## config.mk

```make
export PLATFORM = sky130hd
export DESIGN_NAME = scancode_line_editor
export DESIGN_NICKNAME = d
export VERILOG_FILES = /design/src/sle_pkg.sv /design/src/sle_in_stage.sv /design/src/sle_edit.sv /design/src/sle_out_queue.sv /design/src/scancode_line_editor.sv
export SDC_FILE = /design/constraint.sdc
export NUM_CORES = 1
export LEC_CHECK = 0
export ABC_AREA = 1
export BUFFER_PORTS_ARGS = -buffer_cell sky130_fd_sc_hd__buf_2
export CAP_MARGIN = 25
export CORE_MARGIN = 2
export CORE_UTILIZATION = 25
export DETAILED_ROUTE_END_ITERATION = 16
export SYNTH_ARGS = -nofsm -noshare
export SYNTH_HDL_FRONTEND = slang
export SYNTH_SLANG_ARGS = --single-unit
```

## constraint.sdc

```tcl
create_clock -name aclk -period 4 [get_ports aclk]
set_clock_uncertainty 0.1 [all_clocks]
set_input_delay 0.8 -clock aclk [delete_from_list [all_inputs] [get_ports aclk]]
set_output_delay 0.8 -clock aclk [all_outputs]
set_load 0.02 [all_outputs]
```

## src/sle_pkg.sv

```systemverilog
`default_nettype none

package sle_pkg;

    // Deepest line the buffer can hold; the effective line size is clamped to this.
    localparam int MAX_LINE = 256;
    localparam int LINE_TOP = (MAX_LINE < 256) ? MAX_LINE : 256;

    localparam int CODE_W = 8;
    localparam int POS_W  = 8;
    localparam int CHAR_W = 7;
    localparam int SIZE_W = 9;

    localparam logic [SIZE_W-1:0] SIZE_MIN   = SIZE_W'(2);
    localparam logic [SIZE_W-1:0] SIZE_TOP   = SIZE_W'(LINE_TOP);
    localparam logic [SIZE_W-1:0] SIZE_RESET = SIZE_W'(256);

    // Set-1 scan codes
    localparam logic [CODE_W-1:0] CODE_LSHIFT    = 8'h2A;
    localparam logic [CODE_W-1:0] CODE_RSHIFT    = 8'h36;
    localparam logic [CODE_W-1:0] CODE_LSHIFT_UP = 8'hAA;
    localparam logic [CODE_W-1:0] CODE_RSHIFT_UP = 8'hB6;
    localparam logic [CODE_W-1:0] CODE_ENTER     = 8'h1C;
    localparam logic [CODE_W-1:0] CODE_BKSP      = 8'h0E;
    localparam int                BREAK_BIT      = 7;
    localparam int                ROM_SIZE       = 58;

    localparam logic [CHAR_W-1:0] CHAR_NUL = 7'h00;
    localparam logic [CHAR_W-1:0] CHAR_BS  = 7'h08;
    localparam logic [CHAR_W-1:0] CHAR_LF  = 7'h0A;

    localparam logic [CHAR_W-1:0] ROM_LOWER [0:ROM_SIZE-1] = '{
        7'h00, 7'h00, 7'h31, 7'h32, 7'h33, 7'h34, 7'h35, 7'h36, 7'h37, 7'h38,
        7'h39, 7'h30, 7'h2D, 7'h3D, 7'h00, 7'h00, 7'h71, 7'h77, 7'h65, 7'h72,
        7'h74, 7'h79, 7'h75, 7'h69, 7'h6F, 7'h70, 7'h5B, 7'h5D, 7'h00, 7'h00,
        7'h61, 7'h73, 7'h64, 7'h66, 7'h67, 7'h68, 7'h6A, 7'h6B, 7'h6C, 7'h3B,
        7'h27, 7'h60, 7'h00, 7'h5C, 7'h7A, 7'h78, 7'h63, 7'h76, 7'h62, 7'h6E,
        7'h6D, 7'h2C, 7'h2E, 7'h2F, 7'h00, 7'h2A, 7'h00, 7'h20
    };

    localparam logic [CHAR_W-1:0] ROM_UPPER [0:ROM_SIZE-1] = '{
        7'h00, 7'h00, 7'h21, 7'h40, 7'h23, 7'h24, 7'h25, 7'h5E, 7'h26, 7'h2A,
        7'h28, 7'h29, 7'h5F, 7'h2B, 7'h00, 7'h00, 7'h51, 7'h57, 7'h45, 7'h52,
        7'h54, 7'h59, 7'h55, 7'h49, 7'h4F, 7'h50, 7'h7B, 7'h7D, 7'h00, 7'h00,
        7'h41, 7'h53, 7'h44, 7'h46, 7'h47, 7'h48, 7'h4A, 7'h4B, 7'h4C, 7'h3A,
        7'h22, 7'h7E, 7'h00, 7'h7C, 7'h5A, 7'h58, 7'h43, 7'h56, 7'h42, 7'h4E,
        7'h4D, 7'h3C, 7'h3E, 7'h3F, 7'h00, 7'h2A, 7'h00, 7'h20
    };

    // One buffer write with its echo
    typedef struct packed {
        logic [POS_W-1:0]  write_position;
        logic [CHAR_W-1:0] write_char;
        logic              echo_valid;
        logic [CHAR_W-1:0] echo_char;
        logic              line_done;
        logic              last_result;
    } result_t;

    // Results produced by one scan code
    typedef struct packed {
        logic [1:0] count;
        result_t    first;
        result_t    second;
    } edit_out_t;

    function automatic logic [CHAR_W-1:0] rom_char(input logic [CODE_W-1:0] code,
                                                   input logic upper);
        logic [CHAR_W-1:0] ch;
        ch = CHAR_NUL;
        if (code < CODE_W'(ROM_SIZE)) begin
            ch = upper ? ROM_UPPER[code[5:0]] : ROM_LOWER[code[5:0]];
        end
        return ch;
    endfunction

endpackage

`default_nettype wire

```

## src/sle_in_stage.sv

```systemverilog
`default_nettype none

module sle_in_stage (
    input  wire logic                      aclk,
    input  wire logic                      aresetn,
    input  wire logic                      s_tvalid,
    output logic                           s_tready,
    input  wire logic [sle_pkg::CODE_W-1:0] s_tdata,
    input  wire logic                      room,
    output logic                           advance,
    output logic [sle_pkg::CODE_W-1:0]     code
);

    logic                       valid_reg;
    logic                       valid_next;
    logic [sle_pkg::CODE_W-1:0] code_reg;

    assign advance  = valid_reg & room;
    assign s_tready = ~valid_reg | advance;
    assign code     = code_reg;

    always_comb begin
        valid_next = valid_reg;
        if (s_tvalid && s_tready) begin
            valid_next = 1'b1;
        end else if (advance) begin
            valid_next = 1'b0;
        end
    end

    always_ff @(posedge aclk) begin
        if (!aresetn) begin
            valid_reg <= 1'b0;
        end else begin
            valid_reg <= valid_next;
        end
    end

    always_ff @(posedge aclk) begin
        if (s_tvalid && s_tready) begin
            code_reg <= s_tdata;
        end
    end

endmodule

`default_nettype wire

```

## src/sle_edit.sv

```systemverilog
`default_nettype none

module sle_edit (
    input  wire logic                       aclk,
    input  wire logic                       aresetn,
    input  wire logic                       cfg_we,
    input  wire logic [sle_pkg::SIZE_W-1:0] cfg_wdata,
    input  wire logic                       advance,
    input  wire logic [sle_pkg::CODE_W-1:0] code,
    output sle_pkg::edit_out_t              edit_out
);

    logic [sle_pkg::SIZE_W-1:0] size_reg;
    logic                       shift_reg;
    logic                       shift_next;
    logic [sle_pkg::POS_W-1:0]  len_reg;
    logic [sle_pkg::POS_W-1:0]  len_next;

    logic [sle_pkg::SIZE_W-1:0] size_eff;
    logic [sle_pkg::SIZE_W-1:0] limit;
    logic [sle_pkg::SIZE_W-1:0] pos_p1;
    logic [sle_pkg::CHAR_W-1:0] ch;
    logic                       full;

    // effective size clamped to 2..LINE_TOP; line ends at size - 1
    always_comb begin
        size_eff = size_reg;
        if (size_eff < sle_pkg::SIZE_MIN) begin
            size_eff = sle_pkg::SIZE_MIN;
        end
        if (size_eff > sle_pkg::SIZE_TOP) begin
            size_eff = sle_pkg::SIZE_TOP;
        end
    end

    assign limit  = size_eff - sle_pkg::SIZE_W'(1);
    assign pos_p1 = {1'b0, len_reg} + sle_pkg::SIZE_W'(1);
    assign full   = (pos_p1 >= limit);
    assign ch     = sle_pkg::rom_char(code, shift_reg);

    always_comb begin
        shift_next      = shift_reg;
        len_next        = len_reg;
        edit_out        = '0;
        if (code == sle_pkg::CODE_LSHIFT || code == sle_pkg::CODE_RSHIFT) begin
            shift_next = 1'b1;
        end else if (code == sle_pkg::CODE_LSHIFT_UP || code == sle_pkg::CODE_RSHIFT_UP) begin
            shift_next = 1'b0;
        end else if (code[sle_pkg::BREAK_BIT]) begin
            shift_next = shift_reg;
        end else if (code == sle_pkg::CODE_ENTER) begin
            edit_out.count                    = 2'd1;
            edit_out.first.write_position     = len_reg;
            edit_out.first.write_char         = sle_pkg::CHAR_NUL;
            edit_out.first.echo_valid         = 1'b1;
            edit_out.first.echo_char          = sle_pkg::CHAR_LF;
            edit_out.first.line_done          = 1'b1;
            edit_out.first.last_result        = 1'b1;
            shift_next                        = 1'b0;
            len_next                          = '0;
        end else if (code == sle_pkg::CODE_BKSP) begin
            if (len_reg != '0) begin
                len_next                      = len_reg - sle_pkg::POS_W'(1);
                edit_out.count                = 2'd1;
                edit_out.first.write_position = len_reg - sle_pkg::POS_W'(1);
                edit_out.first.write_char     = sle_pkg::CHAR_NUL;
                edit_out.first.echo_valid     = 1'b1;
                edit_out.first.echo_char      = sle_pkg::CHAR_BS;
                edit_out.first.line_done      = 1'b0;
                edit_out.first.last_result    = 1'b1;
            end
        end else if (ch != sle_pkg::CHAR_NUL) begin
            edit_out.first.write_position = len_reg;
            edit_out.first.write_char     = ch;
            edit_out.first.echo_valid     = 1'b1;
            edit_out.first.echo_char      = ch;
            edit_out.first.line_done      = 1'b0;
            if (full) begin
                // line full: terminator follows the char
                edit_out.count                 = 2'd2;
                edit_out.first.last_result     = 1'b0;
                edit_out.second.write_position = pos_p1[sle_pkg::POS_W-1:0];
                edit_out.second.write_char     = sle_pkg::CHAR_NUL;
                edit_out.second.echo_valid     = 1'b0;
                edit_out.second.echo_char      = sle_pkg::CHAR_NUL;
                edit_out.second.line_done      = 1'b1;
                edit_out.second.last_result    = 1'b1;
                shift_next                     = 1'b0;
                len_next                       = '0;
            end else begin
                edit_out.count             = 2'd1;
                edit_out.first.last_result = 1'b1;
                len_next                   = pos_p1[sle_pkg::POS_W-1:0];
            end
        end
    end

    always_ff @(posedge aclk) begin
        if (!aresetn) begin
            size_reg  <= sle_pkg::SIZE_RESET;
            shift_reg <= 1'b0;
            len_reg   <= '0;
        end else begin
            if (cfg_we) begin
                size_reg <= cfg_wdata;
            end
            if (advance) begin
                shift_reg <= shift_next;
                len_reg   <= len_next;
            end
        end
    end

endmodule

`default_nettype wire

```

## src/sle_out_queue.sv

```systemverilog
`default_nettype none

module sle_out_queue (
    input  wire logic               aclk,
    input  wire logic               aresetn,
    input  wire logic               advance,
    input  sle_pkg::edit_out_t      edit_out,
    output logic                    room,
    output logic                    m_tvalid,
    input  wire logic               m_tready,
    output sle_pkg::result_t        head
);

    logic [1:0]       cnt_reg;
    logic [1:0]       cnt_next;
    sle_pkg::result_t q0_reg;
    sle_pkg::result_t q0_next;
    sle_pkg::result_t q1_reg;
    logic             pop;

    assign m_tvalid = (cnt_reg != 2'd0);
    assign pop      = m_tvalid & m_tready;
    assign head     = q0_reg;
    // a new item needs both slots free once this cycle's pop is taken
    assign room     = (cnt_reg == 2'd0) | ((cnt_reg == 2'd1) & m_tready);

    always_comb begin
        cnt_next = cnt_reg;
        q0_next  = q0_reg;
        if (advance) begin
            cnt_next = edit_out.count;
            q0_next  = edit_out.first;
        end else if (pop) begin
            cnt_next = cnt_reg - 2'd1;
            q0_next  = q1_reg;
        end
    end

    always_ff @(posedge aclk) begin
        if (!aresetn) begin
            cnt_reg <= 2'd0;
        end else begin
            cnt_reg <= cnt_next;
        end
    end

    always_ff @(posedge aclk) begin
        q0_reg <= q0_next;
        if (advance) begin
            q1_reg <= edit_out.second;
        end
    end

endmodule

`default_nettype wire

```

## src/scancode_line_editor.sv

```systemverilog
`default_nettype none

// Channel   | Dir | Handshake          | Contents
// ----------+-----+--------------------+----------------------------------------
// s_        | in  | s_tvalid/s_tready  | one set-1 scan code per item
// m_        | out | m_tvalid/m_tready  | buffer write + echo; tlast = last result
// cfg_      | in  | cfg_we             | max_line_size, 9 bits
//
// Path: a code is registered on accept; its results load the output queue once
//   the queue has room, and the first result is then offered from its head.
// Throughput: one item per cycle while m_tready stays high; an item that fills
//   the line yields two results and holds the input until the first is popped.
// Reset: synchronous, active low; shift flag and length clear, size = 256.
// Stalls: m_tready low holds the queue; s_tready drops once the queue lacks room.

module scancode_line_editor (
    input  wire logic        aclk,
    input  wire logic        aresetn,

    input  wire logic        cfg_we,
    input  wire logic [8:0]  cfg_wdata,

    input  wire logic        s_tvalid,
    output logic             s_tready,
    input  wire logic [7:0]  s_tdata,   // [7:0] scan_code

    output logic             m_tvalid,
    input  wire logic        m_tready,
    output logic [23:0]      m_tdata,   // [7:0] write_position, [14:8] write_char,
                                        // [15] echo_valid, [22:16] echo_char, [23] zero
    output logic             m_tlast,   // last_result
    output logic             m_tuser    // line_done
);

    logic                       room;
    logic                       advance;
    logic [sle_pkg::CODE_W-1:0] code;
    sle_pkg::edit_out_t         edit_out;
    sle_pkg::result_t           head;

    // input register
    sle_in_stage u_in (
        .aclk     (aclk),
        .aresetn  (aresetn),
        .s_tvalid (s_tvalid),
        .s_tready (s_tready),
        .s_tdata  (s_tdata),
        .room     (room),
        .advance  (advance),
        .code     (code)
    );

    // decode, ROM lookup, shift/length state
    sle_edit u_edit (
        .aclk      (aclk),
        .aresetn   (aresetn),
        .cfg_we    (cfg_we),
        .cfg_wdata (cfg_wdata),
        .advance   (advance),
        .code      (code),
        .edit_out  (edit_out)
    );

    // two-entry result queue, head drives the master port
    sle_out_queue u_out (
        .aclk     (aclk),
        .aresetn  (aresetn),
        .advance  (advance),
        .edit_out (edit_out),
        .room     (room),
        .m_tvalid (m_tvalid),
        .m_tready (m_tready),
        .head     (head)
    );

    assign m_tdata = {1'b0, head.echo_char, head.echo_valid, head.write_char,
                      head.write_position};
    assign m_tlast = head.last_result;
    assign m_tuser = head.line_done;

`ifndef NO_ASSERTIONS
    // a non-final result is always the char before a line-full terminator
    a_full_term_follows: assert property (@(posedge aclk) disable iff (!aresetn)
        (m_tvalid && m_tready && !m_tlast) |=> (m_tvalid && m_tlast && m_tuser))
        else $error("line-full terminator missing after char");

    // the terminator always closes the results of its item
    a_done_is_last: assert property (@(posedge aclk) disable iff (!aresetn)
        (m_tvalid && m_tuser) |-> m_tlast)
        else $error("line_done without last_result");

    // terminator writes NUL
    a_done_nul: assert property (@(posedge aclk) disable iff (!aresetn)
        (m_tvalid && m_tuser) |-> (m_tdata[14:8] == sle_pkg::CHAR_NUL))
        else $error("terminator char not NUL");

    // the edit stage only fires into an empty queue or one popping its last entry in the same cycle
    a_room_on_advance: assert property (@(posedge aclk) disable iff (!aresetn)
        advance |-> (!m_tvalid || (m_tready && m_tlast)))
        else $error("advance into occupied queue");
`endif

endmodule

`default_nettype wire

```

==> implementation parameters, run 1 <==
Parameter                              Value

Outcome
  Outcome ... finished clean

Floorplan
  Starting density of the core ... between 20% and 30%
  Number of primary I/O pins ... 50
  Chip width ... ~140 µm
  Die height ... roughly 140 µm
  Core area ... roughly 0.018 mm²
  Standard-cell row count ... between 40 and 50
  Die area ... roughly 0.019 mm²

Final layout
  Max reg flops ... 20
  Total inserted antenna cells ... 0
  Share of final-layout standard cells stronger than drive strength 1 ... 14.9%
  Most frequent cells in the layout ... 175 x nand2_1, 81 x nor2_1, 62 x inv_1
  Area of all placed cells without fillers ... ~0.0052 mm²
  Net count reported at finish ... 742
  Leading cell type in the layout, fill and taps excluded ... nand2_1
  Final instance count without filler cells ... 929
  Area growth syn-to-layout ... 15.6%

Clocking
  Number of buffers inserted by post-CTS setup repair ... 0
  Clock Root Buffer ... clkbuf_16
  Number of hold-repair buffers added at the cts stage ... 0
  Clock tree from TritonCTS ... yes
  Sinks on the clock net ... 58
  Number of buffers created by CTS ... 9
  Largest buffer count on any clock path ... 2
  Htree depth ... 3
  Clk slew on worst S/H paths ... 0.05 ns
  CTS-repair resized insts ... 0
  Clock latency on the worst-skew pair ... between 0.3 and 0.4 ns

Flow run
  Max Cap Violations ... 0

Global route
  Remaining global-route overflow ... 0
  Largest net degree at the start of global routing ... 23
  Global-route wire length before repair ... approximately 20000 µm
  Vias in the first global route ... approximately 4000
  Number of antenna violations at the first check in global routing ... 0
  Global routing usage summed across all routing layers ... roughly an eighth

Drt
  Residual DRC ... 0
  Antenna Nets Post-Route ... 0
  Post-detailed-route via-to-cell ratio ... approximately 4.7
  Total number of vias ... 4349
  Detailed router's first-iteration violation count ... slightly above 300
  Total wire length after detailed routing ... 12300 µm
  Final routed wire length divided by cell count ... approximately 13 µm
  First drt pass iteration count ... 5

Setup path
  Nature of the critical path startpoint ... flop
  Critical path endpoint category ... flop
  Critical path peak fanout ... 6
  Worst endpoint required time ... 3.98 ns
  Type of the setup path with the least slack ... reg2reg
  Worst path arrival time ... 3.29 ns

Placement
  Post-placement cell area ... 0.00494 mm²
  HPWL after DPL ... approximately 9000 µm
  Placed cells ... ~910
  Routability Congestion ... just over 0.9
  PortBufs ... 48

Timing
  Finish-stage setup viols ... 0
  Achievable frequency ... 0.302 GHz
  Max Slew Vio Count ... 0
  Measured slew at the worst slew-check pin ... roughly 0.52 ns
  Fraction of the cycle the final worst path needs ... 82.8%
  Period minus WS final ... 3.31 ns
  Unrepaired setup endpoints after global routing ... no
  Relative max-transition margin ... 65.2%
  Setup TNS Final ... 0 ns
  Number of hold violations in the final report ... 0

Synth
  Average cell area after synthesis ... 6.90 µm²
  Synthesized Nets ... ~700
  Post-synthesis instance area ... approximately 0.0045 mm²
  Syn Inst Count ... roughly 660
  Post-synthesis cell type count ... between 40 and 50
  Number of flip-flops and latches in the synthesized netlist ... 58
  Ys Warns ... 0
  Sequential fraction of the synthesis area ... 33.8%

Pwr
  Power density over the cells ... a little over 500 mW/mm²
  Total power ... ~2.7 mW
  Static power due to leakage ... 2.48 nW
  Maximum resistive drop on vdd ... 0.226 mV

Worst hold path
  Class of the tightest hold or removal check ... reg2reg
## critical path, cell delays in order (launching register included)
cell      delay [ns]
dfxtp_1         0.32
nor2_1          0.10
inv_1           0.04
nor3_1          0.35
nand3_1         0.12
nand2_1         0.17
inv_1           0.07
nor2_1          0.16
nor2_1          0.09
nand3_1         0.11
nand3b_1        0.12
a21oi_1         0.08
ha_1            0.29
inv_1           0.05
nor3_1          0.23
nand3b_1        0.11
nand4_1         0.12
inv_1           0.07
nand3_1         0.08
nand2_1         0.06
nand2_1         0.11
o21ai_0         0.09
## cell families after synthesis
kind of cell	share of synthesized area [%]
flip-flops	33.8
AND/OR/NAND/NOR	33.1
adder cells (fa/ha/maj)	6.91
XOR/XNOR	2.13
AO/OA/AOI/OAI	13.8
other	0.0828
buffers and inverters	10.2
## report_power, final
part           switching [mW]  internal, mW  leakage (nW)
combinational           0.716         0.311          1.80
sequential             0.0788         0.833         0.537
clock                   0.270         0.495         0.139
total                    1.06          1.64          2.48
## layout make-up
cell class	instances	area (µm²)
Clock inverter	5	53.8
Fill cell	1921	12600
Tap cell	229	287
Inverter	74	278
Multi-Input combinational cell	495	2530
Clock buffer	11	243
Timing Repair Buffer	57	308
Sequential cell	58	1530
## metal layers
metal / track usage [%] / up-vias / share of wire [%] / routed length (µm)
li1: - / 2233 / - / -
met1: 17.6 / 1937 / 46 / 5680
met2: 19.3 / 159 / 43 / 5240
met3: 3.56 / 20 / 8.2 / 1000
met4: 6.18 / 0 / 2.7 / 325
met5: 0 / - / 0 / 0
## path summary, 6_finish.rpt
check,from,endpoint,slack [ns],cells past startpoint
worst max-delay path,u_edit.size_reg[3],u_out.head[0],0.69,21
worst min-delay path,u_out.cnt_reg[1],u_out.cnt_reg[1],0.37,2
worst max register to register,u_edit.size_reg[3],u_out.head[0],0.69,21
worst min register to register,u_out.cnt_reg[1],u_out.cnt_reg[1],0.37,2
## stage by stage
step	setup slack, ns	hold slack (ns)	utilization [%]
after floorplan	1.10	0.345	-
after global placement	0.753	0.357	27.7
after detailed placement	0.702	0.364	27.7
after CTS	0.673	0.371	29.3
after global routing	0.315	0.417	29.3
final	0.689	0.366	29.3
## cell usage after synthesis, drive strengths merged
master / number / area, µm²
clkinv: 1 / 3.75
conb: 1 / 3.75
o21a: 3 / 22.5
o31a: 1 / 8.76
nor2: 89 / 359
inv: 73 / 274
nand2: 182 / 706
a41oi: 1 / 8.76
o211ai: 1 / 7.51
edfxtp: 37 / 1110
nand4: 6 / 37.5
nor3b: 1 / 7.51
o31ai: 2 / 15.0
nand3: 53 / 283
a21oi: 47 / 246
xnor2: 4 / 35.0
a32o: 1 / 10.0
nand3b: 3 / 22.5
o21ai: 46 / 230
nor4: 2 / 18.8
buf: 23 / 160
nor3: 10 / 55.1
a211oi: 3 / 27.5
clkbuf: 6 / 22.5
ha: 25 / 313
a32oi: 1 / 16.3
dfxtp: 21 / 420
a31oi: 5 / 31.3
xor2: 7 / 61.3
and3b: 1 / 8.76
Note: power is estimated with default switching activity, not from simulation.
==> run 2: changes to the inputs <==
- ABC_AREA: 1 -> 0
- clock period: 4 -> 3.2 ns (I/O delays scaled with it)
==> implementation parameters, run 2 <==
Parameter                              Value

Final layout
  Total inserted antenna cells ... 0
  Net count reported at finish ... 640
  Share of final-layout standard cells stronger than drive strength 1 ... approximately 30%
  Fraction of the core area covered by cells at the end of the flow ... ~33%
  Max reg flops ... 20
  Leading cell type in the layout, fill and taps excluded ... buf_4
  Most frequent cells in the layout ... 53 x buf_4, 48 x buf_2, 47 x nor2_1
  Final instance count without filler cells ... roughly 830
  Area of all placed cells without fillers ... between 0.005 and 0.006 mm²
  Area growth syn-to-layout ... 27.2%

Synth
  Number of flip-flops and latches in the synthesized netlist ... 58
  Top cell type's share of synthesized area ... between 20% and 30%
  Syn Inst Count ... 518
  Ys async rst share ... 0%
  Ranking of synthesized cells by area ... edfxtp_1 24%, dfxtp_1 9.1%, ha_1 6.8%
  Synthesized Nets ... approximately 570
  Post-synthesis instance area ... about 0.0046 mm²
  Dominant synthesized flop cell ... edfxtp_1
  Post-synth top area cell ... edfxtp_1
  Sequential fraction of the synthesis area ... between 30% and 40%
  Most instantiated cells after synthesis ... 47 x nand2_1, 47 x nor2_1, 37 x edfxtp_1
  Ys Warns ... 0
  Average cell area after synthesis ... 8.90 µm²
  Number of flops mapped to enable cells by yosys ... 37
  Post-synthesis cell type count ... 80

Timing
  Number of hold violations in the final report ... 0
  Finish-stage setup viols ... 16
  Period minus WS final ... approximately 3.4 ns
  Fraction of the cycle the final worst path needs ... 107%
  Relative max-transition margin ... between 40% and 50%
  Measured slew at the worst slew-check pin ... a little over 0.8 ns
  Final-layout worst hold slack ... between 0.3 and 0.4 ns
  Setup TNS Final ... -1.52 ns
  Max Slew Vio Count ... 0
  Unrepaired setup endpoints after global routing ... yes
  Setup ws final ... -0.209 ns
  Achievable frequency ... 0.293 GHz

Drt
  Post-detailed-route via-to-cell ratio ... 5.08
  Final routed wire length divided by cell count ... 15.7 µm
  Total number of vias ... 4200
  First drt pass iteration count ... 8
  Residual DRC ... 0
  Total wire length after detailed routing ... ~13000 µm
  Antenna Nets Post-Route ... 0
  Detailed router's first-iteration violation count ... roughly 350

Clocking
  Htree depth ... 3
  Clock Root Buffer ... clkbuf_16
  Largest buffer count on any clock path ... 2
  Clock tree from TritonCTS ... yes
  Sinks on the clock net ... between 50 and 60
  Clock latency on the worst-skew pair ... 0.34 ns
  Number of buffers created by CTS ... 9
  Clk slew on worst S/H paths ... 0.05 ns

Pwr
  Total power ... between 2 and 3 mW
  Share of total power in sequential cells ... roughly a third
  Power density over the cells ... roughly 470 mW/mm²
  Switching fraction of total power ... 31.4%
  Maximum resistive drop on vdd ... roughly 0.27 mV
  Net switching power ... about 0.87 mW
  Internal power ... about 1.9 mW
  Clock power frac ... a little under two fifths
  Static power due to leakage ... 2.37 nW
  Combinational fraction of design power ... between 20% and 30%

Setup path
  Chain of cells forming the critical path ... or4_4, nor3_4, nand2b_1, nand3b_1, ha_4, nor2b_4, nand3_1, o211ai_1, ha_1, a211oi_2, o21ai_1, o22a_2, a21oi_4, nand2_2, o41ai_2
  Critical path endpoint category ... flop
  Worst setup path startpoint ... u_edit.size_reg[5]
  Slowest CP cell ... or4_4
  Setup slack of the most critical reg-to-reg path ... -0.21 ns
  Nature of the critical path startpoint ... flop
  Family with the most delay on the worst path ... simple AND/OR/NAND/NOR gates
  Buffers & Inverters on Critical Path ... 0
  Type of the setup path with the least slack ... reg2reg
  Worst endpoint required time ... ~3.3 ns
  Worst path arrival time ... 3.55 ns
  Startpoint of the most critical register-to-register path ... u_edit.size_reg[5]
  Critical path peak fanout ... 6
  Slowest stage delay, CP ... about 0.55 ns

Global route
  Number of antenna violations at the first check in global routing ... 0
  Met1 usage in global routing ... about a fifth
  Largest net degree at the start of global routing ... 39
  GRT met2 Usage ... between 10% and 20%
  Routing layer with the top usage in global route ... met1
  Remaining global-route overflow ... 0
  M3 GR Usage ... under 10%
  Global-route wire length before repair ... around 21000 µm
  Vias in the first global route ... between 3000 and 4000
  Global routing usage summed across all routing layers ... 13.4%

Floorplan
  Starting density of the core ... ~26%
  Die area ... 0.0195 mm²
  Number of primary I/O pins ... 50
  Die height ... ~140 µm
  Core area ... ~0.018 mm²
  Chip width ... 140 µm
  Standard-cell row count ... 49

Flow run
  Max Cap Violations ... 0

Placement
  HPWL after DPL ... 9580 µm
  Worst Setup Slack post-DPL ... -0.334 ns
  Routability Congestion ... a little over 0.9
  Placed cells ... roughly 800
  Post-placement cell area ... roughly 0.0054 mm²
  PortBufs ... 48

Outcome
  Outcome ... finished with violations
  Violations in the final reports ... setup timing

Worst hold path
  Class of the tightest hold or removal check ... in2reg
  Startpoint of the tightest hold check path ... s_tdata[0]
[run 2: changes by cell type after synthesis, sizes merged, moves of 22 or more]
cell,before,now
a21oi,47,24
inv,73,24
mux2i,0,23
nand2,182,47
nand3,53,15
nor2,89,48
o21ai,46,24
[run 2: worst reg2reg max path, cell delays in order, from the launching register on]
cell and delay [ns]:
dfxtp_2 0.31, or4_4 0.55, nor3_4 0.15, nand2b_1 0.07, nand3b_1 0.14, ha_4 0.18
nor2b_4 0.15, nand3_1 0.08, o211ai_1 0.09, ha_1 0.28, a211oi_2 0.18, o21ai_1 0.10
o22a_2 0.26, a21oi_4 0.22, nand2_2 0.13, o41ai_2 0.32
[run 2: logic make-up after synthesis]
kind of cell	synth area share, %
xor+xnor	1.90
compound gates	21.7
fa+ha+maj	6.79
flops	33.2
buf+inv	7.77
mux	6.46
simple gates	22.1
other cells	0.0814
[run 2: final cells by class]
class	count	area [µm²]
Clock inverter	4	46.3
Fill cell	1894	12200
Tap cell	229	287
Multi-Input combinational cell	393	2890
Inverter	24	90.1
Sequential cell	58	1530
Clock buffer	12	278
Timing Repair Buffer	107	741
[run 2: worst paths after layout]
kind	end	cells after the start
worst min-delay path	u_in.code[0]	1
worst min register to register	u_edit.len_reg[0]	2
worst max register to register	u_edit.len_reg[2]	15
worst max-delay path	u_edit.len_reg[2]	15
[run 2: per-layer routing]
metal	vias to the layer above	routed length, µm
met1	1947	6660
met4	0	199
met2	169	5270
met5	-	0
met3	15	883
li1	2069	-
[run 2: what timing repair did]
item                       4_1_cts  5_1_grt
gates resized for setup          8       14
setup endpoints to repair       21       27
setup buffers                    4        3
hold buffers                     0        0
pin swaps                        6       11
gates cloned                     1        0
[run 2: power by group through the flow]
stage	Clock [mW]	Combinational [mW]	Sequential (mW)
floorplan	0	0.455	1.01
global placement	0	0.728	0.961
detailed placement	0	0.731	0.962
CTS	1.06	0.744	0.947
global route	1.09	0.841	0.952
finish	1.04	0.771	0.943
==> run 3: changes to the inputs <==
- ABC_CLOCK_PERIOD_IN_PS: not set -> 3450
- CTS_CLUSTER_DIAMETER: not set -> 100
- clock period: 3.2 -> 3.45 ns (I/O delays scaled with it)
==> implementation parameters, run 3 (same netlist as run 2, synthesis figures left out) <==
Parameter                              Value

Pwr
  Internal power ... between 1.5 and 2 mW
  Combinational fraction of design power ... ~27%
  Share of total power in sequential cells ... 35.8%
  Power density over the cells ... approximately 440 mW/mm²
  Maximum resistive drop on vdd ... about 0.24 mV
  Clock power frac ... between 30% and 40%
  Net switching power ... roughly 0.77 mW
  Switching fraction of total power ... 31.2%
  Static power due to leakage ... approximately 2.3 nW

Floorplan
  Number of primary I/O pins ... 50
  Die height ... around 140 µm
  Standard-cell row count ... between 40 and 50
  Chip width ... 140 µm
  Die area ... 0.0195 mm²
  Starting density of the core ... between 20% and 30%
  Core area ... ~0.018 mm²

Final layout
  Area of all placed cells without fillers ... roughly 0.0056 mm²
  Fraction of the core area covered by cells at the end of the flow ... between 30 and 40%
  Area growth syn-to-layout ... 22.1%
  Area of combinational cells with multiple inputs ... roughly 0.0028 mm²
  Net count reported at finish ... between 600 and 700
  Max reg flops ... 20
  Share of final-layout standard cells stronger than drive strength 1 ... about a quarter
  Count of fill cells added during filler insertion ... between 1500 and 2000
  Area used by sequential logic in the layout ... around 0.0015 mm²
  Most frequent cells in the layout ... 48 x buf_2, 47 x nor2_1, 46 x nand2_1
  Total inserted antenna cells ... 0
  Leading cell type in the layout, fill and taps excluded ... buf_2

Global route
  Largest net degree at the start of global routing ... 32
  Global routing usage summed across all routing layers ... approximately an eighth
  Number of antenna violations at the first check in global routing ... 0
  Global-route wire length before repair ... ~20000 µm
  Vias in the first global route ... roughly 3800
  Remaining global-route overflow ... 0

Timing
  Setup TNS Final ... -0.0488 ns
  Achievable frequency ... between 0.2 and 0.3 GHz
  Final-layout worst hold slack ... between 0.4 and 0.5 ns
  Unrepaired setup endpoints after global routing ... yes
  Setup ws final ... -0.0240 ns
  Max Slew Vio Count ... 0
  Relative max-transition margin ... approximately 45%
  Fraction of the cycle the final worst path needs ... 101%
  Period minus WS final ... roughly 3.5 ns
  Number of hold violations in the final report ... 0
  Finish-stage setup viols ... 4
  Measured slew at the worst slew-check pin ... around 0.82 ns

Setup path
  Worst r2r path cells ... 16
  Worst endpoint required time ... about 3.6 ns
  Worst path arrival time ... approximately 3.6 ns
  Type of the setup path with the least slack ... reg2reg
  Nature of the critical path startpoint ... flop
  Startpoint of the most critical register-to-register path ... u_edit.size_reg[2]
  Critical path endpoint category ... flop
  Critical path peak fanout ... 5
  End of the worst register-to-register path ... u_edit.len_reg[3]
  Setup slack of the most critical reg-to-reg path ... -0.02 ns

Placement
  HPWL after DPL ... between 9000 and 10000 µm
  Post-placement cell area ... between 0.005 and 0.006 mm²
  Routability Congestion ... 0.911
  PortBufs ... 48

Drt
  Total number of vias ... slightly above 4000
  Residual DRC ... 0
  Detailed router's first-iteration violation count ... between 200 and 250
  Total wire length after detailed routing ... 12500 µm
  Post-detailed-route via-to-cell ratio ... between 5 and 6
  Antenna Nets Post-Route ... 0
  Final routed wire length divided by cell count ... 15.4 µm
  First drt pass iteration count ... 5

Clocking
  Clock latency on the worst-skew pair ... between 0.3 and 0.4 ns
  Sinks on the clock net ... between 50 and 60
  Clock Root Buffer ... clkbuf_16
  Number of hold-repair buffers added at the cts stage ... 0
  Clock tree from TritonCTS ... yes
  Clk slew on worst S/H paths ... about 0.060 ns
  Largest buffer count on any clock path ... 2
  Number of buffers created by CTS ... 9
  Htree depth ... 3

Worst hold path
  Startpoint of the tightest hold check path ... u_edit.len_reg[0]
  Class of the tightest hold or removal check ... reg2reg
  Sink of the worst hold path ... u_edit.len_reg[0]
  Cell depth of the worst min-delay path ... 2

Outcome
  Outcome ... finished with violations
  Violations in the final reports ... setup timing

Flow run
  Max Cap Violations ... 0
run 3: changes by cell type in the layout (fill, tap and decap cells not counted), sizes merged:
cell / change
buf: -16
clkinv: -1
inv: +1
or2: -1
run 3: power groups by stage:
stage / clock (mW) / sequential (mW) / combinational [mW]
2_1_floorplan: 0 / 0.935 / 0.419
5_1_grt: 0.950 / 0.887 / 0.738
3_3_place_gp: 0 / 0.894 / 0.657
6_report: 0.904 / 0.879 / 0.673
4_1_cts: 0.922 / 0.880 / 0.664
3_5_place_dp: 0 / 0.893 / 0.657
run 3: timing repair:
item                       4_1_cts  5_1_grt
resized for setup                4       16
setup buffers                    2        0
setup endpoints to repair       21       21
pin swaps                        9       15
run 3: how the worst max path moves through the flow:
stage                            start                end  slack, ns  cells after the start
CTS                 u_edit.size_reg[5]  u_edit.len_reg[2]      0.009                     15
detailed placement  u_edit.size_reg[5]  u_edit.len_reg[5]      -0.13                     15
floorplan           u_edit.size_reg[3]  u_edit.len_reg[2]       0.03                     15
finish              u_edit.size_reg[2]  u_edit.len_reg[3]      -0.02                     16
global placement    u_edit.size_reg[5]  u_edit.len_reg[2]      -0.06                     15
global route        u_edit.size_reg[2]  u_edit.len_reg[2]      -0.25                     15
run 3: layout make-up:
class / instances / share of cell area, %
clock inverter: 4 / 0.867
inverter: 24 / 1.60
timing repair buffer: 91 / 10.4
clock buffer: 12 / 4.56
multi-input combinational: 392 / 50.3
sequential: 58 / 27.2
tap: 229 / 5.09
run 3: per-stage QoR:
stage | instances | worst slack [ns] | power [mW]
after floorplan | 518 | 0.0284 | 1.35
after global placement | 792 | -0.0602 | 1.55
after detailed placement | 792 | -0.128 | 1.55
after CTS | 810 | 0.00924 | 2.47
after global routing | 810 | -0.255 | 2.57
final | 810 | -0.0240 | 2.46
run 3: worst max-delay path, stage by stage (launching register included):
cell       delay (ns)
dfxtp_2          0.31
or4_4            0.54
nor3_4           0.20
nand2b_1         0.07
nand3b_1         0.14
ha_4             0.17
nor2b_4          0.16
nand3_2          0.07
o211ai_1         0.11
ha_1             0.28
a211oi_2         0.22
o21ai_1          0.08
o22a_2           0.27
a21oi_4          0.26
buf_6            0.15
o2111ai_1        0.10
mux2i_1          0.16
run 3: layer usage:
layer	vias to the layer above	part of all wire (%)	global-route usage (%)
met2	153	41	18.2
li1	2027	-	-
met4	0	1.6	3.79
met1	1890	51	18.9
met3	15	6.3	2.41
met5	-	0	0
